[src/design/rotation_matrix_to_quaternion_defines.svh]
// Assertion macros used by the queue of the rotation matrix to quaternion design.
`ifndef ROTATION_MATRIX_TO_QUATERNION_DEFINES_SVH
`define ROTATION_MATRIX_TO_QUATERNION_DEFINES_SVH

// Same-cycle implication, disabled during reset.
`define RMQ_ASSERT_IMP(label, ck, rn, ante, cons, msg) \
    label: assert property (@(posedge ck) disable iff (!rn) (ante) |-> (cons)) \
        else $error(msg);

// Next-cycle implication, disabled during reset.
`define RMQ_ASSERT_NXT(label, ck, rn, ante, cons, msg) \
    label: assert property (@(posedge ck) disable iff (!rn) (ante) |=> (cons)) \
        else $error(msg);

`endif

[src/design/rmq_pkg.sv]
// Shared types and constants for the rotation matrix to quaternion block.
package rmq_pkg;

    typedef enum logic [1:0] {
        BR_TRACE = 2'd0,
        BR_DIAG0 = 2'd1,
        BR_DIAG1 = 2'd2,
        BR_DIAG2 = 2'd3
    } branch_t;

    // Output slots of the quaternion parts.
    localparam logic [1:0] SLOT_X = 2'd0;
    localparam logic [1:0] SLOT_Y = 2'd1;
    localparam logic [1:0] SLOT_Z = 2'd2;
    localparam logic [1:0] SLOT_W = 2'd3;

    typedef struct packed {
        branch_t    branch;
        logic       invalid;
        logic [1:0] root_slot;
    } ctl_t;

    localparam int CTL_W = $bits(ctl_t);

    // Queue between the front and the back.
    localparam int Q_DEPTH = 4;
    localparam int Q_AW    = 2;

endpackage

[src/design/rmq_front.sv]
// Front end: takes a matrix beat, picks the branch and forms root argument and lanes.
module rmq_front #(
    parameter int E = 20,
    parameter int F = 16
) (
    input  logic                    clk,
    input  logic                    rst_n,
    input  logic                    push,
    output logic                    full,
    input  logic signed [E-1:0]     m00,
    input  logic signed [E-1:0]     m01,
    input  logic signed [E-1:0]     m02,
    input  logic signed [E-1:0]     m10,
    input  logic signed [E-1:0]     m11,
    input  logic signed [E-1:0]     m12,
    input  logic signed [E-1:0]     m20,
    input  logic signed [E-1:0]     m21,
    input  logic signed [E-1:0]     m22,
    output logic                    fr_valid,
    input  logic                    fr_ready,
    output rmq_pkg::ctl_t           fr_ctl,
    output logic [((E > F) ? E : F)+1:0] fr_arg,
    output logic [3*(E+1)-1:0]      fr_lanes
);
    import rmq_pkg::*;

    localparam int AW = ((E > F) ? E : F) + 3;
    localparam int DW = E + 1;
    localparam logic signed [AW-1:0] ONE_Q = AW'(1) <<< F;

    logic signed [AW-1:0] e00, e11, e22, tr, arg_s;
    logic signed [DW-1:0] d01, d02, d10, d12, d20, d21;
    logic                 pos, sel1, sel2, neg;
    logic signed [AW-1:0] mii;
    ctl_t                 ctl_c;
    logic signed [DW-1:0] l0, l1, l2;

    logic                 valid_reg;
    ctl_t                 ctl_reg;
    logic [AW-2:0]        arg_reg;
    logic [3*DW-1:0]      lanes_reg;

    // Diagonal extended to the argument width, off-diagonals to the lane width.
    assign e00 = AW'(m00);
    assign e11 = AW'(m11);
    assign e22 = AW'(m22);
    assign d01 = DW'(m01);
    assign d02 = DW'(m02);
    assign d10 = DW'(m10);
    assign d12 = DW'(m12);
    assign d20 = DW'(m20);
    assign d21 = DW'(m21);

    // Trace test and largest diagonal search; ties keep the lower index.
    assign tr   = e00 + e11 + e22;
    assign pos  = tr > 0;
    assign sel1 = e11 > e00;
    assign mii  = sel1 ? e11 : e00;
    assign sel2 = e22 > mii;

    // Root argument and the three divided lanes for each branch.
    always_comb
    begin
        ctl_c.invalid = 1'b0;
        if (pos)
        begin
            ctl_c.branch    = BR_TRACE;
            ctl_c.root_slot = SLOT_W;
            arg_s = tr + ONE_Q;
            l0 = d12 - d21;
            l1 = d20 - d02;
            l2 = d01 - d10;
        end
        else if (sel2)
        begin
            ctl_c.branch    = BR_DIAG2;
            ctl_c.root_slot = SLOT_Z;
            arg_s = e22 - (e00 + e11) + ONE_Q;
            l0 = d20 + d02;
            l1 = d21 + d12;
            l2 = d01 - d10;
        end
        else if (sel1)
        begin
            ctl_c.branch    = BR_DIAG1;
            ctl_c.root_slot = SLOT_Y;
            arg_s = e11 - (e22 + e00) + ONE_Q;
            l0 = d10 + d01;
            l1 = d12 + d21;
            l2 = d20 - d02;
        end
        else
        begin
            ctl_c.branch    = BR_DIAG0;
            ctl_c.root_slot = SLOT_X;
            arg_s = e00 - (e11 + e22) + ONE_Q;
            l0 = d01 + d10;
            l1 = d02 + d20;
            l2 = d12 - d21;
        end
        neg = arg_s[AW-1];
        if (neg)
        begin
            ctl_c.invalid = 1'b1;
        end
    end

    // Holding register towards the queue.
    assign full = valid_reg && !fr_ready;

    always_ff @(posedge clk or negedge rst_n)
    begin
        if (!rst_n)
        begin
            valid_reg <= 1'b0;
        end
        else if (!full)
        begin
            valid_reg <= push;
        end
    end

    always_ff @(posedge clk)
    begin
        if (!full && push)
        begin
            ctl_reg   <= ctl_c;
            arg_reg   <= neg ? '0 : arg_s[AW-2:0];
            lanes_reg <= {l2, l1, l0};
        end
    end

    assign fr_valid = valid_reg;
    assign fr_ctl   = ctl_reg;
    assign fr_arg   = arg_reg;
    assign fr_lanes = lanes_reg;

endmodule

[config.mk]
export PLATFORM = sky130hd
export DESIGN_NAME = rmq_front
export DESIGN_NICKNAME = d
export VERILOG_FILES = /design/src/design/rotation_matrix_to_quaternion_defines.svh /design/src/design/rmq_pkg.sv /design/src/design/rmq_front.sv
export SDC_FILE = /design/constraint.sdc
export NUM_CORES = 1
export LEC_CHECK = 0
export BUFFER_PORTS_ARGS = -buffer_cell sky130_fd_sc_hd__buf_2
export CAP_MARGIN = 20
export CELL_PAD_IN_SITES_DETAIL_PLACEMENT = 1
export CELL_PAD_IN_SITES_GLOBAL_PLACEMENT = 2
export CORE_UTILIZATION = 35
export CTS_CLUSTER_SIZE = 16
export DETAILED_ROUTE_END_ITERATION = 12
export PLACE_DENSITY_LB_ADDON = 0.1
export SLEW_MARGIN = 20
export SYNTH_ARGS = -nofsm -noshare
export SYNTH_HDL_FRONTEND = slang
export SYNTH_SLANG_ARGS = --single-unit
[constraint.sdc]
create_clock -name clk -period 3.9 [get_ports clk]
set_input_delay 0.195 -clock clk [delete_from_list [all_inputs] [get_ports clk]]
set_output_delay 0.195 -clock clk [all_outputs]
set_load 0.05 [all_outputs]
After elaboration in Yosys (flattened, before gate mapping)
Cells that the tools add are included.

Bits in registers: 91. Input port bits: 184. Logic and storage cells: 49.

$add $sub $neg: 17. Magnitude comparators: 3. Mux-type cells: 17. Reduce and logical (&&, ||, !) cells: 5.

Operator list (count): $mux W21 (8); $add A20 B20 Y21 (6); $add A22 B18 Y23 const B (4); $mux W23 (4); $sub A20 B21 Y22 (3); $sub A20 B20 Y21 (3); $gt A20 B23 Y1 (1); $add A21 B20 Y22 (1); $gt A22 B1 Y1 const B (1); $gt A20 B20 Y1 (1); $mux W2 (2); $mux W1 (3); $logic_and A1 B1 Y1 (2); $logic_not A1 Y1 (2); $reduce_or A2 Y1 (1).

Longest topological paths before layout
Word-level depth: 7. Depth in mapped cells: 33. Depth with buffers taken out: 30.

Worst setup path before layout
Ideal clock, no wire load.

Kind: input -> register. From: in m00[0]. To: reg lanes_reg[57], in the netlist fr_lanes[57], data pin. Library setup time: 0.262 ns. Arrival: 5.675 ns. Required time: 3.638 ns. Slack: -2.038 ns. Stages: 31. Cells stage by stage: ha_1 inv_1 fa_1 o21bai_1 a21oi_1 o21bai_1 a21oi_1 o21bai_1 a311oi_1 o21bai_1 a21oi_1 o21bai_1 a21o_1 xnor2_1 ha_1 inv_1 nor4_1 nand3_1 o21ai_1 nor2_1 xnor2_1 ha_1 nand4b_1 or4_1 nor4_1 nand4_1 nor4_2 a21oi_2 nor2_2 buf_4 mux2_1.

Word-level cells in the longest chain between the ends: 5. Elaborated cells between the ends (all ways): 9. Classes of those cells: add/sub (2); order compare (3); mux (4).

Ends and longest elaborated chain: start: declaration (line rmq_front.sv:10) `input logic signed [E-1:0] m00,`; branches (longest 4 deep; another with $add A21 B20 Y22); $mux W21 (*) (line rmq_front.sv:65) `if (pos)`; named net l2[15] (line rmq_front.sv:36) `logic signed [DW-1:0] l0, l1, l2;`; end signal: assignment (line rmq_front.sv:129) `lanes_reg <= {l2, l1, l0};`; end: declaration (line rmq_front.sv:41) `logic [3*DW-1:0] lanes_reg;`.

Mark *: on every way through the listed nets, which the timed path passes. A chain may end at the register's enable or synchronous reset.

Worst setup path after layout
From: in m00[1]. To: reg lanes_reg[44], in the netlist fr_lanes[44], data pin.

Same word-level chain as after synthesis.

==> impl_results.md <==
* Outcome: finished, violations left
* Violated checks: negative setup slack
* Critical Path AT at 5.83 ns
* Input/output buffers at 275
* Die Y at 228 µm
* Max Freq at 0.175 GHz
* Delay-heaviest family, CP: compound AO/OA/AOI/OAI gates
* Max Buffers Root-to-Sink at 2
* Min Tclk post-route at 5.70 ns
* Worst setup EP type: flip-flop
* Post-Route WL at 68.7 mm
* Mapped Avg Cell Area at 8.07 µm²
* Power density over cell area at 430 mW/mm²
* Synth-to-layout area growth at 35.8%
* Placer Congestion at 0.884
* Most frequent cells in the layout: buf_4 (438), ha_1 (323), buf_2 (273)
* Number of buffers created by CTS at 9
* I/O pin cnt at 276
* Largest cells by area after synthesis: ha_1 (23%), edfxtp_1 (15%), xnor2_1 (6.3%), fa_1 (5.7%), a21oi_1 (5.7%)
* Initial drt markers at 548
* Overall die width at 228 µm
* Nets@finish at 3446
* Post-DR vias/cell at 5.13
* Max-Slew Margin vs Limit at 46.9%
* RSZ-0062 raised after global routing: yes
* Clk sink count at 91
* Fin. max-slew vios at 0
* Largest net degree at the start of global routing at 55
* Worst setup SP type: input port
* Final count of negative-setup-slack endpoints at 90
* Worst Skew at 0.0124 ns
* Wire per inst at 19.3 µm
* Core Area at 0.0503 mm²
* Synthesized cell area at 0.0179 mm²
* Layout cell share with drive strength beyond 1 at 29.7%
* H-Tree Level Count at 3
* Number of flops mapped to enable cells by yosys at 90
* Most common cell after layout, fill and taps aside: buf_4
* CP peak stage delay at 0.43 ns
* Top FF cell, synth: edfxtp_1
* Post-DP HPWL at 59.0 mm
* Critical-path maximum fanout at 5
* DR pass1 iterations at 4
* Yosys Warn Count at 0
* First-pass GRT wire length at 108 mm
* Worst-path clk slew at 0.07 ns
* # rows at 82
* CP Buf/Inv Count at 6
* Critical Path RT at 4.02 ns
* Cell chosen for the clock root: clkbuf_16
* CTS tree: done
* Final WS setup at -1.80 ns
* Min-Delay Path Class: input port to flip-flop
* Syn_nets at 2774
* Cells after Synth at 2214
* Clock Latency Late Sink at 0.37 ns
* Asr flop ratio synth at 1.10%
* Starting Density at 35.5%
* GRT Overall Usage at 26.3%
* Die area at 0.0520 mm²
* Seq/Total Area, Yosys at 15.3%
* Slew @ Worst Pin at 0.797 ns
* Initial antenna violation count at 1
* Post-route ant nets at 0
* DR DRC count at 0
* Hold Vio Cnt, Final at 0
* Overflow after GRT at 0
* Setup TNS at -152.38 ns
* Netlist cell types at 83
* Lkg Pwr at 12.0 nW
* Number of global-route vias before repair at 20200
* Max-cap violations at 0
* CP max stage cell: or4_1
* Fin crit share at 146%
* Critical path type: input port to flip-flop
* Leading area contributor after synthesis: ha_1
* Synth top area share at 22.8%
* Post-Place Setup Slack at -2.62 ns
* Via count at 18300
* Number of synthesized register bits at 91
* Maximum VDD drop at 0.235 mV
* Cell mode on critical path: buf_4
## synth_stat cells (51+ instances only)
cell      number
fa_1          51
nand2_1      120
mux2i_1       56
ha_1         325
xor2_1        53
edfxtp_1      90
o21ai_0      118
clkbuf_1      54
inv_1        255
nor3_1        52
nor2_1       214
xnor2_1      129
a21oi_1      203
## final timing paths
check                                      from                 endpoint  slack (ns)  depth (start not counted)
min in group asynchronous                 rst_n     fr_valid$_DFFE_PN0N_        0.13                          2
max                                      m00[1]   fr_lanes[44]$_DFFE_PP_       -1.80                         30
max reg2reg                fr_valid$_DFFE_PN0N_  fr_arg[2]$_SDFFCE_PP0P_        1.91                          3
min reg2reg                fr_valid$_DFFE_PN0N_     fr_valid$_DFFE_PN0N_        0.56                          2
max in group asynchronous                 rst_n     fr_valid$_DFFE_PN0N_        3.68                          2
min                                        push     fr_valid$_DFFE_PN0N_        0.02                          2
## state kept, by name, summed over array words and instances (netlist names)
name      cells
fr_lanes     63
fr_valid      1
fr_ctl        5
fr_arg       22
## kinds of logic after synthesis
| logic type | Yosys count | share of synthesized area [%] |
|---|---|---|
| DFF | 91 | 15.3 |
| buffers and inverters | 334 | 7.33 |
| adders and majority gates | 376 | 28.5 |
| muxes | 68 | 3.89 |
| and+or+nand+nor | 570 | 14.9 |
| AOI/OAI and AO/OA | 593 | 21.2 |
| xor gates and xnor gates | 182 | 8.92 |
## worst reg2reg max path: stages (launching register included)
cell	delay, ns
dfrtp_1	0.38
nand2b_1	0.13
and2_4	0.65
buf_4	0.49
## stage by stage
stage / power [mW] / area, µm² / hold WS (ns) / std cells / utilization (%)
6_report: 10.4 / 24300 / 0.0242 / 3564 / 48.3
5_1_grt: 11.2 / 24300 / 0.0409 / 3564 / 48.3
4_1_cts: 10.4 / 24100 / 0.0133 / 3559 / 47.9
3_5_place_dp: 9.09 / 23300 / -0.0252 / 3520 / 46.3
3_3_place_gp: 8.90 / 23300 / -0.0295 / 3520 / 46.3
2_1_floorplan: 6.04 / 18100 / -0.101 / 2214 / -
## report_power, final
part           internal (mW)  switching, mW  leakage [nW]  total (mW)
Clock                  0.498          0.431         0.135       0.928
Combinational           3.53           4.47          11.0        8.00
Sequential              1.40          0.119         0.872        1.52
Total                   5.42           5.02          12.0        10.4
## metal layers
layer | vias to the layer above | GRT usage, % | share of wire, %
li1 | 9054 | - | -
met1 | 8919 | 31.9 | 44
met2 | 255 | 49.2 | 51
met3 | 60 | 1.68 | 2.1
met4 | 0 | 7.66 | 2.7
met5 | - | 0 | 0
## timing repair
action / 4_1_cts / 5_1_grt
setup buffers: 20 / 5
hold buffers: 1 / 0
resized for setup: 60 / 33
pin swaps: 15 / 8
gates cloned: 3 / 1
endpoints found under the setup margin: 90 / 90
endpoints found under the hold margin: 1 / 0
## area by class of cell
| type | instances | area [µm²] |
|---|---|---|
| sequential | 91 | 2730 |
| multi-input combinational | 1789 | 14300 |
| clock buffer | 10 | 229 |
| timing repair buffer | 740 | 5180 |
| antenna | 1 | 2.50 |
| inverter | 255 | 957 |
| fill | 6201 | 26000 |
| tap | 672 | 841 |
| clock inverter | 6 | 66.3 |
Power figures use the tool's default switching activity.
