[src/design/rotation_matrix_to_quaternion_defines.svh]
// Assertion macros used by the queue of the rotation matrix to quaternion design.
`ifndef ROTATION_MATRIX_TO_QUATERNION_DEFINES_SVH
`define ROTATION_MATRIX_TO_QUATERNION_DEFINES_SVH

// Same-cycle implication, disabled during reset.
`define RMQ_ASSERT_IMP(label, ck, rn, ante, cons, msg) \
    label: assert property (@(posedge ck) disable iff (!rn) (ante) |-> (cons)) \
        else $error(msg);

// Next-cycle implication, disabled during reset.
`define RMQ_ASSERT_NXT(label, ck, rn, ante, cons, msg) \
    label: assert property (@(posedge ck) disable iff (!rn) (ante) |=> (cons)) \
        else $error(msg);

`endif

[src/design/rmq_pkg.sv]
// Shared types and constants for the rotation matrix to quaternion block.
package rmq_pkg;

    typedef enum logic [1:0] {
        BR_TRACE = 2'd0,
        BR_DIAG0 = 2'd1,
        BR_DIAG1 = 2'd2,
        BR_DIAG2 = 2'd3
    } branch_t;

    // Output slots of the quaternion parts.
    localparam logic [1:0] SLOT_X = 2'd0;
    localparam logic [1:0] SLOT_Y = 2'd1;
    localparam logic [1:0] SLOT_Z = 2'd2;
    localparam logic [1:0] SLOT_W = 2'd3;

    typedef struct packed {
        branch_t    branch;
        logic       invalid;
        logic [1:0] root_slot;
    } ctl_t;

    localparam int CTL_W = $bits(ctl_t);

    // Queue between the front and the back.
    localparam int Q_DEPTH = 4;
    localparam int Q_AW    = 2;

endpackage

[src/design/rmq_queue.sv]
// Short queue that decouples the front end from the arithmetic pipeline.
`include "rotation_matrix_to_quaternion_defines.svh"
module rmq_queue #(
    parameter int W = 8
) (
    input  logic         clk,
    input  logic         rst_n,
    input  logic         push,
    output logic         full,
    input  logic [W-1:0] wdata,
    input  logic         pop,
    output logic         empty,
    output logic [W-1:0] rdata
);
    import rmq_pkg::*;

    logic [W-1:0]    mem [Q_DEPTH];
    logic [Q_AW-1:0] wr_ptr_reg, rd_ptr_reg;
    logic [Q_AW:0]   cnt_reg;
    logic            push_ok, pop_ok;

    assign full    = cnt_reg == (Q_AW+1)'(Q_DEPTH);
    assign empty   = cnt_reg == '0;
    assign push_ok = push && !full;
    assign pop_ok  = pop && !empty;
    assign rdata   = mem[rd_ptr_reg];

    // Pointers and fill count.
    always_ff @(posedge clk or negedge rst_n)
    begin
        if (!rst_n)
        begin
            wr_ptr_reg <= '0;
            rd_ptr_reg <= '0;
            cnt_reg    <= '0;
        end
        else
        begin
            if (push_ok)
            begin
                wr_ptr_reg <= wr_ptr_reg + 1'b1;
            end
            if (pop_ok)
            begin
                rd_ptr_reg <= rd_ptr_reg + 1'b1;
            end
            if (push_ok && !pop_ok)
            begin
                cnt_reg <= cnt_reg + 1'b1;
            end
            else if (pop_ok && !push_ok)
            begin
                cnt_reg <= cnt_reg - 1'b1;
            end
        end
    end

    // Storage.
    always_ff @(posedge clk)
    begin
        if (push_ok)
        begin
            mem[wr_ptr_reg] <= wdata;
        end
    end

    `RMQ_ASSERT_IMP(a_cnt_bound, clk, rst_n, 1'b1, cnt_reg <= (Q_AW+1)'(Q_DEPTH), "queue overfilled")
    `RMQ_ASSERT_NXT(a_cnt_up, clk, rst_n, push_ok && !pop_ok, cnt_reg == $past(cnt_reg) + 1'b1, "count did not rise")
    `RMQ_ASSERT_NXT(a_cnt_dn, clk, rst_n, pop_ok && !push_ok, cnt_reg == $past(cnt_reg) - 1'b1, "count did not fall")

endmodule

[config.mk]
export PLATFORM = sky130hd
export DESIGN_NAME = rmq_queue
export DESIGN_NICKNAME = d
export VERILOG_FILES = /design/src/design/rmq_pkg.sv /design/src/design/rmq_queue.sv
export VERILOG_INCLUDE_DIRS = /design/src /design/src/design
export SDC_FILE = /design/constraint.sdc
export NUM_CORES = 1
export LEC_CHECK = 0
export CAP_MARGIN = 40
export CORE_MARGIN = 8
export CORE_UTILIZATION = 35
export DETAILED_ROUTE_END_ITERATION = 8
export DONT_BUFFER_PORTS = 1
export PLACE_DENSITY_LB_ADDON = 0.08
export SETUP_SLACK_MARGIN = 0.05
export SKIP_CTS_REPAIR_TIMING = 1
export SLEW_MARGIN = 15
export SYNTH_ARGS = -nofsm -noshare
export SYNTH_HDL_FRONTEND = slang
export SYNTH_SLANG_ARGS = --single-unit
[constraint.sdc]
create_clock -name clk -period 2 [get_ports clk]
set_input_delay 0.2 -clock clk [delete_from_list [all_inputs] [get_ports clk]]
set_output_delay 0.2 -clock clk [all_outputs]
set_load 0.02 [all_outputs]
### Word level (Yosys, flattened, before mapping)

Memories as Yosys holds them, arrays and structs flattened.
Cells that the tools add are included.

| cells by class | value |
|---|---|
| add/sub/neg operators | 4 |
| equality and inequality tests | 1 |
| multiplexer cells | 4 |
| reduce and logical (&&, ||, !) cells | 10 |

Operator list:

| kind | number |
|---|---|
| 2-to-1 mux 3 bit | 2 |
| adder 2 x 1 -> 2 bit, second input constant | 2 |
| logical AND 1 bit | 4 |
| logical NOT 1 bit | 4 |
| adder 3 x 1 -> 3 bit, second input constant | 1 |
| == test 3 bit, second input constant | 1 |
| logical NOT 3 bit | 1 |
| subtractor 3 x 1 -> 3 bit, second input constant | 1 |
| 2-to-1 mux 1 bit | 2 |
| nonzero test 2 bit | 1 |

| word-level totals | value |
|---|---|
| register bits after elaboration | 7 |
| bits in writable memories | 32 |
| input port bits | 12 |
| word-level logic and storage cells | 23 |
| memories kept | 1 |

Memories:

| name | words | bits a word | read ports | clocked after memory_dff | wr ports | line | text |
|---|---|---|---|---|---|---|---|
| mem | 4 | 8 | 1 | 0 | 1 | rmq_queue.sv:17 | `logic [W-1:0] mem [Q_DEPTH];` |

### Logic depth before layout (Yosys ltp)

Gate-level depths: netlist (run 1).

| depth | value |
|---|---|
| depth in word-level cells | 7 |
| mapped depth | 9 |

### Worst setup path before layout (run 1)

No wires, ideal clock.

| timing | value |
|---|---|
| kind | reg2reg |
| start | register cnt_reg[0] |
| end | register cnt_reg[2] |
| setup time | 0.079 ns |
| arrival | 2.221 ns |
| required time | 1.921 ns |
| setup slack | -0.301 ns |
| stages on the path, launching flop included | 9 |
| buffers on the path | 0 |
| clock period less this slack | 2.301 ns |
| path through | dfrtp_1 nor3_1 nand2b_1 ha_1 inv_1 fa_1 xor2_1 nor2_1 xor2_1 |

| on the way | value |
|---|---|
| word-level cells in the longest chain between the ends | 6 |

Ends and longest elaborated chain:

| element | line | text |
|---|---|---|
| from (decl) | rmq_queue.sv:19 | `logic [Q_AW:0] cnt_reg;` |
| from (signal assigned) | rmq_queue.sv:49 | `cnt_reg <= cnt_reg + 1'b1;` |
| from (signal assigned) | rmq_queue.sv:53 | `cnt_reg <= cnt_reg - 1'b1;` |
| logical NOT 3 bit (*) | rmq_queue.sv:23 | `assign empty = cnt_reg == '0;` |
| via empty | rmq_queue.sv:12 | `output logic empty,` |
| logical NOT 1 bit (*) | rmq_queue.sv:25 | `assign pop_ok = pop && !empty;` |
| logical AND 1 bit (*) | rmq_queue.sv:25 |  |
| logical NOT 1 bit | rmq_queue.sv:47 | `if (push_ok && !pop_ok)` |
| logical AND 1 bit | rmq_queue.sv:47 |  |
| 2-to-1 mux 3 bit or nonzero test 2 bit (tied branches) | n/a |  |

Mark *: on every way through the listed nets, which the timed path passes. The rest lies on a longest branch. The select of a mux whose other input is x is not followed.
A chain may end at the register's enable or synchronous reset.

### Worst setup path in the final report (run 1)

| timing | value |
|---|---|
| start | register cnt_reg[2] |
| end | register cnt_reg[2] |

| on the way | value |
|---|---|
| word-level cells in the longest chain between the ends | 6 |

Ends and longest elaborated chain:

| element |
|---|
| branches (longest 6 deep; another with subtractor 3 x 1 -> 3 bit) |

Parallel ways; which one is timed is not known. The select of a mux whose other input is x is not followed.

==> flow_results.xml, run 1 <==
<?xml version="1.0" encoding="UTF-8"?>
<metrics>
  <group name="routing">
    <metric name="routed_via_density" unit="">4.74</metric>
    <metric name="via_count" unit="">692</metric>
    <metric name="route.antenna.remaining_nets" unit="">0</metric>
    <metric name="route.detailed.drc" unit="">0</metric>
    <metric name="routed_wire_length_per_instance" unit="um">17.7</metric>
    <metric name="initialDrtViolationCount" unit="">24</metric>
    <metric name="detailedRoute.firstPassIterationCount" unit="">3</metric>
    <metric name="routed_wirelength" unit="um">2580</metric>
  </group>
  <group name="synthesis">
    <metric name="post_synth_main_area_contributors" unit="">sky130_fd_sc_hd__edfxtp_1 (60%), sky130_fd_sc_hd__mux4_2 (11%), sky130_fd_sc_hd__dfrtp_1 (11%)</metric>
    <metric name="number_of_synthesized_flops_with_an_enable_pin" unit="">32</metric>
    <metric name="synthDominantCellAreaShare" unit="%">60.5</metric>
    <metric name="synthesis.area_per_instance" unit="um2">20.6</metric>
    <metric name="synth-async-reset-ratio" unit="%">17.9</metric>
    <metric name="total_nets_after_synthesis" unit="">95</metric>
    <metric name="yosysTopAreaCell" unit="">sky130_fd_sc_hd__edfxtp_1</metric>
    <metric name="syn-instance-count" unit="">77</metric>
    <metric name="dominant_synthesized_flop_cell" unit="">sky130_fd_sc_hd__edfxtp_1</metric>
    <metric name="synthesis.yosys.warnings" unit="">0</metric>
    <metric name="ys_seq_elements" unit="">39</metric>
    <metric name="synth.distinct_cells" unit="">20</metric>
    <metric name="share_of_the_yosys_chip_area_belonging_to_registers" unit="%">71.5</metric>
    <metric name="synth.cell_area" unit="mm2">0.00159</metric>
  </group>
  <group name="finish">
    <metric name="layout_commonest_cell" unit="">sky130_fd_sc_hd__edfxtp_1</metric>
    <metric name="largest_register_ff_count" unit="">32</metric>
    <metric name="n_antenna_cell" unit="">0</metric>
    <metric name="post_synthesis_to_final_layout_area_growth" unit="%">17.7</metric>
    <metric name="nFillCells" unit="">372</metric>
    <metric name="final_layout_size_suffix_gt1_share" unit="%">34.0</metric>
    <metric name="stdcell_count" unit="">146</metric>
    <metric name="nNetsFinal" unit="">112</metric>
    <metric name="most_frequent_cells_in_the_layout" unit="">sky130_fd_sc_hd__edfxtp_1 (32), sky130_fd_sc_hd__dlygate4sd3_1 (9), sky130_fd_sc_hd__mux4_2 (8), sky130_fd_sc_hd__clkbuf_8 (5), sky130_fd_sc_hd__dfrtp_1 (5)</metric>
    <metric name="final_cell_area" unit="mm2">0.00187</metric>
  </group>
  <group name="global_route">
    <metric name="global_route.usage.total" unit="%">8.07</metric>
    <metric name="first_global_vias" unit="">717</metric>
    <metric name="grt_pass1_wl" unit="um">4210</metric>
    <metric name="grtUsageMet1" unit="%">8.13</metric>
    <metric name="overflow" unit="">0</metric>
    <metric name="grtUsageMet3" unit="%">4.79</metric>
    <metric name="gr-max-usage-layer" unit="">met2</metric>
    <metric name="grt_start_max_net_pins" unit="">12</metric>
    <metric name="antenna_found_initial" unit="">0</metric>
    <metric name="globalRouteMet2Util" unit="%">13.0</metric>
  </group>
  <group name="placed_design">
    <metric name="dp.final_hpwl" unit="um">1750</metric>
    <metric name="detailed_place.area" unit="mm2">0.00169</metric>
    <metric name="finalWeightedCongestion" unit="">0.604</metric>
    <metric name="dp_cells" unit="">130</metric>
    <metric name="port_buffers" unit="">0</metric>
  </group>
  <group name="setup_path">
    <metric name="worst_r2r_setup_slack" unit="ns">0.18</metric>
    <metric name="arrival_worst_endpoint" unit="ns">2.03</metric>
    <metric name="top_cell_by_count_worst_path" unit="">sky130_fd_sc_hd__xor2_1</metric>
    <metric name="crit_path_end_kind" unit="">flip-flop</metric>
    <metric name="worst_path_dominant_cell_family" unit="">adder cells</metric>
    <metric name="timing.critical_path.slowest_cell_delay" unit="ns">0.44</metric>
    <metric name="worst_r2r_start" unit="">cnt_reg[2]$_DFFE_PN0P_</metric>
    <metric name="endpoint_of_the_worst_register_to_register_path" unit="">cnt_reg[2]$_DFFE_PN0P_</metric>
    <metric name="worst-r2r-cell-count" unit="">8</metric>
    <metric name="worst_setup_path_start_kind" unit="">flip-flop</metric>
    <metric name="crit_path_cell_trace" unit="">nor3_4 -&gt; nand2b_4 -&gt; ha_4 -&gt; inv_2 -&gt; fa_1 -&gt; xor2_1 -&gt; nor2_1 -&gt; xor2_1</metric>
    <metric name="critPathSlowestCell" unit="">sky130_fd_sc_hd__dfrtp_1</metric>
    <metric name="crit_type" unit="">flip-flop to flip-flop</metric>
    <metric name="cp_num_cells" unit="">8</metric>
    <metric name="cp_num_buf_inv" unit="">1</metric>
    <metric name="critPathRequiredTime" unit="ns">2.21</metric>
    <metric name="worst-path-max-fanout" unit="">3</metric>
  </group>
  <group name="floorplan">
    <metric name="initial_core_utilization" unit="%">36.5</metric>
    <metric name="die_area" unit="mm2">0.00695</metric>
    <metric name="fp.dieH" unit="um">83.4</metric>
    <metric name="i_o_pin_total" unit="">22</metric>
    <metric name="row_count" unit="">24</metric>
    <metric name="die_width" unit="um">83.4</metric>
    <metric name="core" unit="mm2">0.00435</metric>
  </group>
  <group name="cts">
    <metric name="clock_tree.root_cell" unit="">sky130_fd_sc_hd__clkbuf_8</metric>
    <metric name="tritoncts_num_sinks" unit="">39</metric>
    <metric name="cts-htree-levels" unit="">2</metric>
    <metric name="tritoncts_buffers" unit="">5</metric>
    <metric name="clock_latency" unit="ns">0.28</metric>
    <metric name="ctsLongestPathBuffers" unit="">2</metric>
    <metric name="tritoncts_clock_tree" unit="">done</metric>
    <metric name="cts.reportedPaths.clkPinSlew" unit="ns">0.07</metric>
  </group>
  <group name="pwr">
    <metric name="power.static_leakage" unit="nW">0.654</metric>
    <metric name="vdd.ir_drop.worst" unit="mV">0.534</metric>
    <metric name="power.density_cell_area" unit="mW/mm2">1440</metric>
  </group>
  <group name="timing">
    <metric name="fmax" unit="MHz">549</metric>
    <metric name="relSlewSlack" unit="%">70.1</metric>
    <metric name="grt_setup_unrepaired" unit="">false</metric>
    <metric name="final.period_utilization" unit="%">91.0</metric>
    <metric name="tightestPinTransition" unit="ns">0.448</metric>
    <metric name="setup_viol_count_final" unit="">0</metric>
    <metric name="hold_vio_cnt_final" unit="">0</metric>
    <metric name="finalMaxSlewViolations" unit="">0</metric>
    <metric name="whs" unit="ns">0.0722</metric>
    <metric name="setup_total_neg_slack" unit="ns">0</metric>
    <metric name="timing.clock.skew" unit="ns">0.00586</metric>
    <metric name="finalCriticalPeriod" unit="ns">1.82</metric>
  </group>
  <group name="min_path">
    <metric name="hold_path_end" unit="">rd_ptr_reg[0]$_DFFE_PN0P_</metric>
    <metric name="min_path_type" unit="">input port to flip-flop</metric>
    <metric name="worst_hold_startpoint" unit="">pop</metric>
    <metric name="whs_path_depth" unit="">2</metric>
  </group>
  <group name="run">
    <metric name="max-cap-violations" unit="">0</metric>
  </group>
  <group name="run_status">
    <metric name="run_status" unit="">complete, no violations</metric>
  </group>
</metrics>
-- Yosys cell counts (2+ instances only) --
cell type and count:
sky130_fd_sc_hd__ha_1 5, sky130_fd_sc_hd__inv_1 3, sky130_fd_sc_hd__xor2_1 2, sky130_fd_sc_hd__edfxtp_1 32, sky130_fd_sc_hd__dfrtp_1 7, sky130_fd_sc_hd__mux4_2 8, sky130_fd_sc_hd__xnor2_1 4, sky130_fd_sc_hd__and2_2 4
-- cells by family (layout without fill, tap and decap cells) --
family | Yosys count | after routing | synth area share [%]
buffers and inverters | 6 | 23 | 1.97
adders and majority gates | 6 | 6 | 5.20
DFF | 39 | 39 | 71.5
xor gates and xnor gates | 6 | 6 | 3.31
muxes | 10 | 10 | 13.0
and+or+nand+nor | 10 | 10 | 5.04
-- routing by layer --
| layer | vias to the layer above | share of wire, % |
|---|---|---|
| met3 | 7 | 7.8 |
| met5 | - | 0 |
| met2 | 19 | 50 |
| met1 | 342 | 40 |
| li1 | 324 | - |
| met4 | 0 | 2.1 |
-- worst max path at each step --
stage	start	end	slack [ns]
2_1_floorplan	cnt_reg[1]$_DFFE_PN0P_	cnt_reg[2]$_DFFE_PN0P_	0.05
3_3_place_gp	cnt_reg[2]$_DFFE_PN0P_	cnt_reg[2]$_DFFE_PN0P_	0.16
3_5_place_dp	cnt_reg[1]$_DFFE_PN0P_	cnt_reg[2]$_DFFE_PN0P_	0.12
4_1_cts	cnt_reg[2]$_DFFE_PN0P_	cnt_reg[2]$_DFFE_PN0P_	0.12
5_1_grt	cnt_reg[2]$_DFFE_PN0P_	cnt_reg[2]$_DFFE_PN0P_	0.06
6_report	cnt_reg[2]$_DFFE_PN0P_	cnt_reg[2]$_DFFE_PN0P_	0.18
-- power by group --
group,switching (mW),internal (mW)
Clock,0.255,0.232
Combinational,0.493,0.441
Sequential,0.160,1.11
Total,0.908,1.78
-- layout make-up --
type	instances	area, um2	share of cell area [%]
clock buffer	5	68.8	3.68
tap	52	65.1	3.48
multi-input combinational	32	458	24.5
inverter	3	11.3	0.602
clock inverter	2	8.76	0.468
timing repair buffer	13	120	6.42
sequential	39	1140	60.9
-- worst register-to-register path, stage by stage, from the launching register on --
cell                       delay, ns
sky130_fd_sc_hd__dfrtp_1        0.44
sky130_fd_sc_hd__nor3_4         0.22
sky130_fd_sc_hd__nand2b_4       0.17
sky130_fd_sc_hd__ha_4           0.13
sky130_fd_sc_hd__inv_2          0.03
sky130_fd_sc_hd__fa_1           0.37
sky130_fd_sc_hd__xor2_1         0.15
sky130_fd_sc_hd__nor2_1         0.10
sky130_fd_sc_hd__xor2_1         0.14
-- through the flow --
step | util (%) | power [mW] | worst slack (ns)
3_3_place_gp | 38.8 | 2.21 | 0.164
5_1_grt | 43.0 | 2.88 | 0.0599
6_report | 43.0 | 2.69 | 0.179
2_1_floorplan | - | 2.01 | 0.0507
4_1_cts | 40.6 | 2.70 | 0.119
3_5_place_dp | 38.8 | 2.21 | 0.120
Note: power is estimated with default switching activity, not from simulation.
==> run 2: changes to the inputs <==
--- a/config.mk
+++ b/config.mk
@@ -11,2 +11,3 @@
 export CORE_UTILIZATION = 35
+export CTS_CLUSTER_SIZE = 14
 export DETAILED_ROUTE_END_ITERATION = 8
==> constraint.sdc (replaced) <==
create_clock -name clk -period 2 [get_ports clk]
set_input_delay 0.4 -clock clk [delete_from_list [all_inputs] [get_ports clk]]
set_output_delay 0.4 -clock clk [all_outputs]
set_load 0.02 [all_outputs]
==> flow_results.xml, run 2 (same netlist as run 1, synthesis figures left out) <==
<?xml version="1.0" encoding="UTF-8"?>
<metrics>
  <group name="floorplan">
    <metric name="row_count" unit="">24</metric>
    <metric name="die_width" unit="um">83.4</metric>
    <metric name="die_area" unit="mm2">0.00695</metric>
    <metric name="core" unit="mm2">0.00435</metric>
    <metric name="i_o_pin_total" unit="">22</metric>
    <metric name="fp.dieH" unit="um">83.4</metric>
    <metric name="initial_core_utilization" unit="%">36.5</metric>
  </group>
  <group name="setup_path">
    <metric name="cp_num_buf_inv" unit="">1</metric>
    <metric name="worstSetupStartpoint" unit="">rd_ptr_reg[0]$_DFFE_PN0P_</metric>
    <metric name="crit_type" unit="">flip-flop to output port</metric>
    <metric name="worst_r2r_start" unit="">cnt_reg[2]$_DFFE_PN0P_</metric>
    <metric name="worst_path_dominant_cell_family" unit="">multiplexers</metric>
    <metric name="worst-path-max-fanout" unit="">8</metric>
    <metric name="cp_num_cells" unit="">2</metric>
    <metric name="worst_setup_path_start_kind" unit="">flip-flop</metric>
    <metric name="crit_path_end_kind" unit="">output port</metric>
    <metric name="timing.critical_path.slowest_cell_delay" unit="ns">0.60</metric>
    <metric name="worst-r2r-cell-count" unit="">8</metric>
    <metric name="crit_path_cell_trace" unit="">buf_8 -&gt; mux4_2</metric>
    <metric name="critPathSlowestCell" unit="">sky130_fd_sc_hd__mux4_2</metric>
    <metric name="critPathRequiredTime" unit="ns">1.60</metric>
    <metric name="arrival_worst_endpoint" unit="ns">1.49</metric>
  </group>
  <group name="pwr">
    <metric name="design_power_total" unit="mW">2.70</metric>
    <metric name="vdd.ir_drop.worst" unit="mV">0.532</metric>
    <metric name="comb_power_share" unit="%">34.5</metric>
    <metric name="power.switching" unit="uW">897</metric>
    <metric name="clock_power_share" unit="%">18.5</metric>
    <metric name="cell_internal_pwr" unit="mW">1.80</metric>
    <metric name="p_seq_share" unit="%">47.1</metric>
    <metric name="power.density_cell_area" unit="mW/mm2">1490</metric>
    <metric name="power.static_leakage" unit="nW">0.625</metric>
    <metric name="power.switching_fraction" unit="%">33.3</metric>
  </group>
  <group name="cts">
    <metric name="cts-htree-levels" unit="">2</metric>
    <metric name="ctsLongestPathBuffers" unit="">2</metric>
    <metric name="clock_latency" unit="ns">0.28</metric>
    <metric name="tritoncts_clock_tree" unit="">done</metric>
    <metric name="tritoncts_num_sinks" unit="">39</metric>
    <metric name="tritoncts_buffers" unit="">5</metric>
    <metric name="clock_tree.root_cell" unit="">sky130_fd_sc_hd__clkbuf_8</metric>
    <metric name="cts.reportedPaths.clkPinSlew" unit="ns">0.07</metric>
  </group>
  <group name="finish">
    <metric name="largest_register_ff_count" unit="">32</metric>
    <metric name="n_antenna_cell" unit="">0</metric>
    <metric name="nNetsFinal" unit="">105</metric>
    <metric name="nFillCells" unit="">378</metric>
    <metric name="postLayoutCoreUtil" unit="%">41.4</metric>
    <metric name="layout_commonest_cell" unit="">sky130_fd_sc_hd__edfxtp_1</metric>
    <metric name="final_layout_size_suffix_gt1_share" unit="%">37.5</metric>
    <metric name="post_synthesis_to_final_layout_area_growth" unit="%">13.5</metric>
    <metric name="most_frequent_cells_in_the_layout" unit="">sky130_fd_sc_hd__edfxtp_1 (32), sky130_fd_sc_hd__mux4_2 (8), sky130_fd_sc_hd__clkbuf_8 (5), sky130_fd_sc_hd__dfrtp_1 (5)</metric>
  </group>
  <group name="global_route">
    <metric name="grt_pass1_wl" unit="um">4020</metric>
    <metric name="antenna_found_initial" unit="">0</metric>
    <metric name="first_global_vias" unit="">695</metric>
    <metric name="grt_start_max_net_pins" unit="">12</metric>
    <metric name="overflow" unit="">0</metric>
    <metric name="global_route.usage.total" unit="%">7.64</metric>
  </group>
  <group name="run_status">
    <metric name="run_status" unit="">complete, no violations</metric>
  </group>
  <group name="timing">
    <metric name="finalCriticalPeriod" unit="ns">1.89</metric>
    <metric name="setup_total_neg_slack" unit="ns">0</metric>
    <metric name="finalMaxSlewViolations" unit="">0</metric>
    <metric name="setup_viol_count_final" unit="">0</metric>
    <metric name="tightestPinTransition" unit="ns">0.449</metric>
    <metric name="fmax" unit="MHz">530</metric>
    <metric name="relSlewSlack" unit="%">70.1</metric>
    <metric name="hold_vio_cnt_final" unit="">0</metric>
    <metric name="final.period_utilization" unit="%">94.3</metric>
    <metric name="timing.clock.skew" unit="ns">0.00560</metric>
    <metric name="grt_setup_unrepaired" unit="">true</metric>
    <metric name="final_critical_path_setup_slack" unit="ns">0.115</metric>
  </group>
  <group name="routing">
    <metric name="initialDrtViolationCount" unit="">30</metric>
    <metric name="detailedRoute.firstPassIterationCount" unit="">4</metric>
    <metric name="routed_wirelength" unit="um">2510</metric>
    <metric name="routed_via_density" unit="">4.63</metric>
    <metric name="via_count" unit="">648</metric>
    <metric name="route.detailed.drc" unit="">0</metric>
    <metric name="routed_wire_length_per_instance" unit="um">17.9</metric>
    <metric name="route.antenna.remaining_nets" unit="">0</metric>
  </group>
  <group name="min_path">
    <metric name="worst_hold_startpoint" unit="">wdata[6]</metric>
    <metric name="whs_path_depth" unit="">0</metric>
    <metric name="min_path_type" unit="">input port to flip-flop</metric>
  </group>
  <group name="placed_design">
    <metric name="place_ws" unit="ns">0.115</metric>
    <metric name="port_buffers" unit="">0</metric>
    <metric name="finalWeightedCongestion" unit="">0.641</metric>
    <metric name="dp.final_hpwl" unit="um">1730</metric>
  </group>
  <group name="run">
    <metric name="max-cap-violations" unit="">0</metric>
  </group>
</metrics>
[run 2: changes by cell type in the layout (fill, tap and decap cells not counted), sizes merged]
cell	before	now
dlygate4sd3	9	1
buf	4	5
clkinv	2	1
clkbuf	5	7
[run 2: final cells by class]
cell class,count,area (um2),share of cell area (%)
Clock inverter,1,5.00,0.277
Inverter,3,11.3,0.624
Tap cell,52,65.1,3.61
Sequential cell,39,1140,63.1
Clock buffer,7,76.3,4.23
Timing Repair Buffer,6,55.1,3.05
Multi-Input combinational cell,32,453,25.1
[run 2: through the flow]
| stage | area [um2] | cells | hold slack [ns] |
|---|---|---|---|
| final | 1800 | 140 | 0.209 |
| after floorplan | 1620 | 77 | 0.104 |
| after global placement | 1690 | 130 | 0.105 |
| after global routing | 1800 | 140 | 0.188 |
| after CTS | 1770 | 138 | -0.206 |
| after detailed placement | 1690 | 130 | 0.105 |
[run 2: final timing paths]
check,slack (ns),end
hold reg to reg,0.55,rd_ptr_reg[0]$_DFFE_PN0P_
setup / recovery,0.11,rdata[0]
max in group asynchronous,1.28,cnt_reg[0]$_DFFE_PN0P_
hold / removal,0.21,mem[1][6]$_DFFE_PP_
min in group asynchronous,0.45,cnt_reg[2]$_DFFE_PN0P_
setup reg to reg,0.15,cnt_reg[2]$_DFFE_PN0P_
[run 2: routing by layer]
metal | GRT usage, % | share of wire [%] | up-vias
li1 | - | - | 310
met1 | 8.96 | 45 | 314
met2 | 10.8 | 45 | 19
met3 | 4.69 | 7.9 | 5
met4 | 3.35 | 2.0 | 0
met5 | 0 | 0 | -
[run 2: power groups by stage]
stage	registers, mW	clock network [mW]	logic, mW
finish	1.27	0.498	0.929
global route	1.30	0.555	1.02
CTS	1.27	0.515	0.922
detailed placement	1.29	0	0.916
global placement	1.28	0	0.921
floorplan	1.21	0	0.795
==> run 3: changes to the inputs <==
Settings changed: PLACE_DENSITY_LB_ADDON 0.08 to unset.
==> flow_results.xml, run 3 (same netlist as run 1, synthesis figures left out) <==
<?xml version="1.0" encoding="UTF-8"?>
<metrics>
  <group name="timing">
    <metric name="fmax" unit="MHz">534</metric>
    <metric name="grt_setup_unrepaired" unit="">false</metric>
    <metric name="finalCriticalPeriod" unit="ns">1.87</metric>
    <metric name="final_critical_path_setup_slack" unit="ns">0.128</metric>
    <metric name="setup_total_neg_slack" unit="ns">0</metric>
    <metric name="final.period_utilization" unit="%">93.6</metric>
    <metric name="relSlewSlack" unit="%">71.4</metric>
    <metric name="hold_vio_cnt_final" unit="">0</metric>
    <metric name="timing.clock.skew" unit="ns">0.00471</metric>
    <metric name="finalMaxSlewViolations" unit="">0</metric>
    <metric name="tightestPinTransition" unit="ns">0.429</metric>
    <metric name="whs" unit="ns">0.205</metric>
    <metric name="setup_viol_count_final" unit="">0</metric>
  </group>
  <group name="cts">
    <metric name="tritoncts_num_sinks" unit="">39</metric>
    <metric name="clock_latency" unit="ns">0.28</metric>
    <metric name="ctsLongestPathBuffers" unit="">2</metric>
    <metric name="cts-htree-levels" unit="">2</metric>
    <metric name="cts.reportedPaths.clkPinSlew" unit="ns">0.07</metric>
    <metric name="tritoncts_clock_tree" unit="">done</metric>
    <metric name="tritoncts_buffers" unit="">5</metric>
    <metric name="clock_tree.root_cell" unit="">sky130_fd_sc_hd__clkbuf_8</metric>
  </group>
  <group name="pwr">
    <metric name="vdd.ir_drop.worst" unit="mV">0.474</metric>
    <metric name="power.density_cell_area" unit="mW/mm2">1500</metric>
    <metric name="power.static_leakage" unit="nW">0.628</metric>
  </group>
  <group name="setup_path">
    <metric name="worst_path_dominant_cell_family" unit="">multiplexers</metric>
    <metric name="crit_path_end_kind" unit="">output port</metric>
    <metric name="timing.critical_path.slowest_cell_delay" unit="ns">0.59</metric>
    <metric name="crit_path_cell_trace" unit="">buf_12 -&gt; mux4_2</metric>
    <metric name="critPathSlowestCell" unit="">sky130_fd_sc_hd__mux4_2</metric>
    <metric name="worst_setup_path_start_kind" unit="">flip-flop</metric>
    <metric name="arrival_worst_endpoint" unit="ns">1.47</metric>
    <metric name="worst-path-max-fanout" unit="">8</metric>
    <metric name="critPathRequiredTime" unit="ns">1.60</metric>
    <metric name="crit_type" unit="">flip-flop to output port</metric>
    <metric name="cp_num_buf_inv" unit="">1</metric>
  </group>
  <group name="finish">
    <metric name="postLayoutCoreUtil" unit="%">41.8</metric>
    <metric name="layout_commonest_cell" unit="">sky130_fd_sc_hd__edfxtp_1</metric>
    <metric name="largest_register_ff_count" unit="">32</metric>
    <metric name="final_layout_size_suffix_gt1_share" unit="%">39.3</metric>
    <metric name="post_synthesis_to_final_layout_area_growth" unit="%">14.6</metric>
    <metric name="n_antenna_cell" unit="">0</metric>
    <metric name="stdcell_count" unit="">141</metric>
    <metric name="most_frequent_cells_in_the_layout" unit="">sky130_fd_sc_hd__edfxtp_1 (32), sky130_fd_sc_hd__mux4_2 (8), sky130_fd_sc_hd__clkbuf_8 (5), sky130_fd_sc_hd__buf_4 (5)</metric>
    <metric name="nFillCells" unit="">366</metric>
    <metric name="nNetsFinal" unit="">106</metric>
  </group>
  <group name="floorplan">
    <metric name="initial_core_utilization" unit="%">36.5</metric>
    <metric name="core" unit="mm2">0.00435</metric>
    <metric name="fp.dieH" unit="um">83.4</metric>
    <metric name="row_count" unit="">24</metric>
    <metric name="i_o_pin_total" unit="">22</metric>
    <metric name="die_width" unit="um">83.4</metric>
    <metric name="die_area" unit="mm2">0.00695</metric>
  </group>
  <group name="routing">
    <metric name="via_count" unit="">692</metric>
    <metric name="initialDrtViolationCount" unit="">34</metric>
    <metric name="met1_length" unit="um">953</metric>
    <metric name="dr_wl_met3" unit="um">228</metric>
    <metric name="route.detailed.drc" unit="">0</metric>
    <metric name="routed_wirelength" unit="um">2590</metric>
    <metric name="routed_wire_length_per_instance" unit="um">18.3</metric>
    <metric name="top_signal_layer_used" unit="">met4</metric>
    <metric name="wl_met2" unit="um">1360</metric>
    <metric name="detailedRoute.firstPassIterationCount" unit="">4</metric>
    <metric name="route.antenna.remaining_nets" unit="">0</metric>
    <metric name="routed_via_density" unit="">4.91</metric>
  </group>
  <group name="placed_design">
    <metric name="port_buffers" unit="">0</metric>
    <metric name="place_ws" unit="ns">0.0827</metric>
    <metric name="dp.final_hpwl" unit="um">1810</metric>
    <metric name="finalWeightedCongestion" unit="">0.642</metric>
    <metric name="dp_cells" unit="">130</metric>
  </group>
  <group name="global_route">
    <metric name="grt_pass1_wl" unit="um">4150</metric>
    <metric name="global_route.usage.total" unit="%">7.88</metric>
    <metric name="first_global_vias" unit="">789</metric>
    <metric name="overflow" unit="">0</metric>
    <metric name="antenna_found_initial" unit="">0</metric>
    <metric name="grt_start_max_net_pins" unit="">13</metric>
  </group>
  <group name="run">
    <metric name="max-cap-violations" unit="">0</metric>
  </group>
  <group name="min_path">
    <metric name="min_path_type" unit="">input port to flip-flop</metric>
  </group>
  <group name="run_status">
    <metric name="run_status" unit="">complete, no violations</metric>
  </group>
</metrics>
[run 3: path summary, 6_finish.rpt]
path / from / to / depth (start not counted) / slack [ns]
max in group asynchronous: rst_n / cnt_reg[1]$_DFFE_PN0P_ / 1 / 1.28
worst max-delay path: rd_ptr_reg[0]$_DFFE_PN0P_ / rdata[7] / 2 / 0.13
min in group asynchronous: rst_n / cnt_reg[0]$_DFFE_PN0P_ / 1 / 0.45
worst min-delay path: wdata[0] / mem[3][0]$_DFFE_PP_ / 0 / 0.21
worst min register to register: rd_ptr_reg[0]$_DFFE_PN0P_ / rd_ptr_reg[0]$_DFFE_PN0P_ / 1 / 0.56
worst max register to register: cnt_reg[2]$_DFFE_PN0P_ / cnt_reg[2]$_DFFE_PN0P_ / 8 / 0.17
[run 3: metal layers]
| metal | global-route usage, % | vias to the layer above |
|---|---|---|
| met5 | 0 | - |
| met4 | 3.83 | 0 |
| met3 | 4.98 | 4 |
| met2 | 13.0 | 15 |
| met1 | 7.46 | 363 |
| li1 | - | 310 |
[run 3: layout make-up]
class                      count  area [um2]  share of cell area, %
tap                           52        65.1                   3.57
clock inverter                 3        15.0                  0.825
sequential                    39        1140                   62.6
clock buffer                   5        68.8                   3.78
timing repair buffer           7        67.6                   3.71
multi-input combinational     32         453                   24.9
inverter                       3        11.3                  0.619
[run 3: metrics by stage]
step | cell area, um2 | power (mW)
after detailed placement | 1700 | 2.25
after global routing | 1820 | 2.92
final | 1820 | 2.74
after floorplan | 1620 | 2.01
after CTS | 1790 | 2.76
after global placement | 1700 | 2.21
[run 3: report_power, final]
group	leakage, nW	internal [mW]	switching (mW)
registers	0.372	1.11	0.165
logic	0.216	0.476	0.491
clock network	0.0392	0.236	0.260
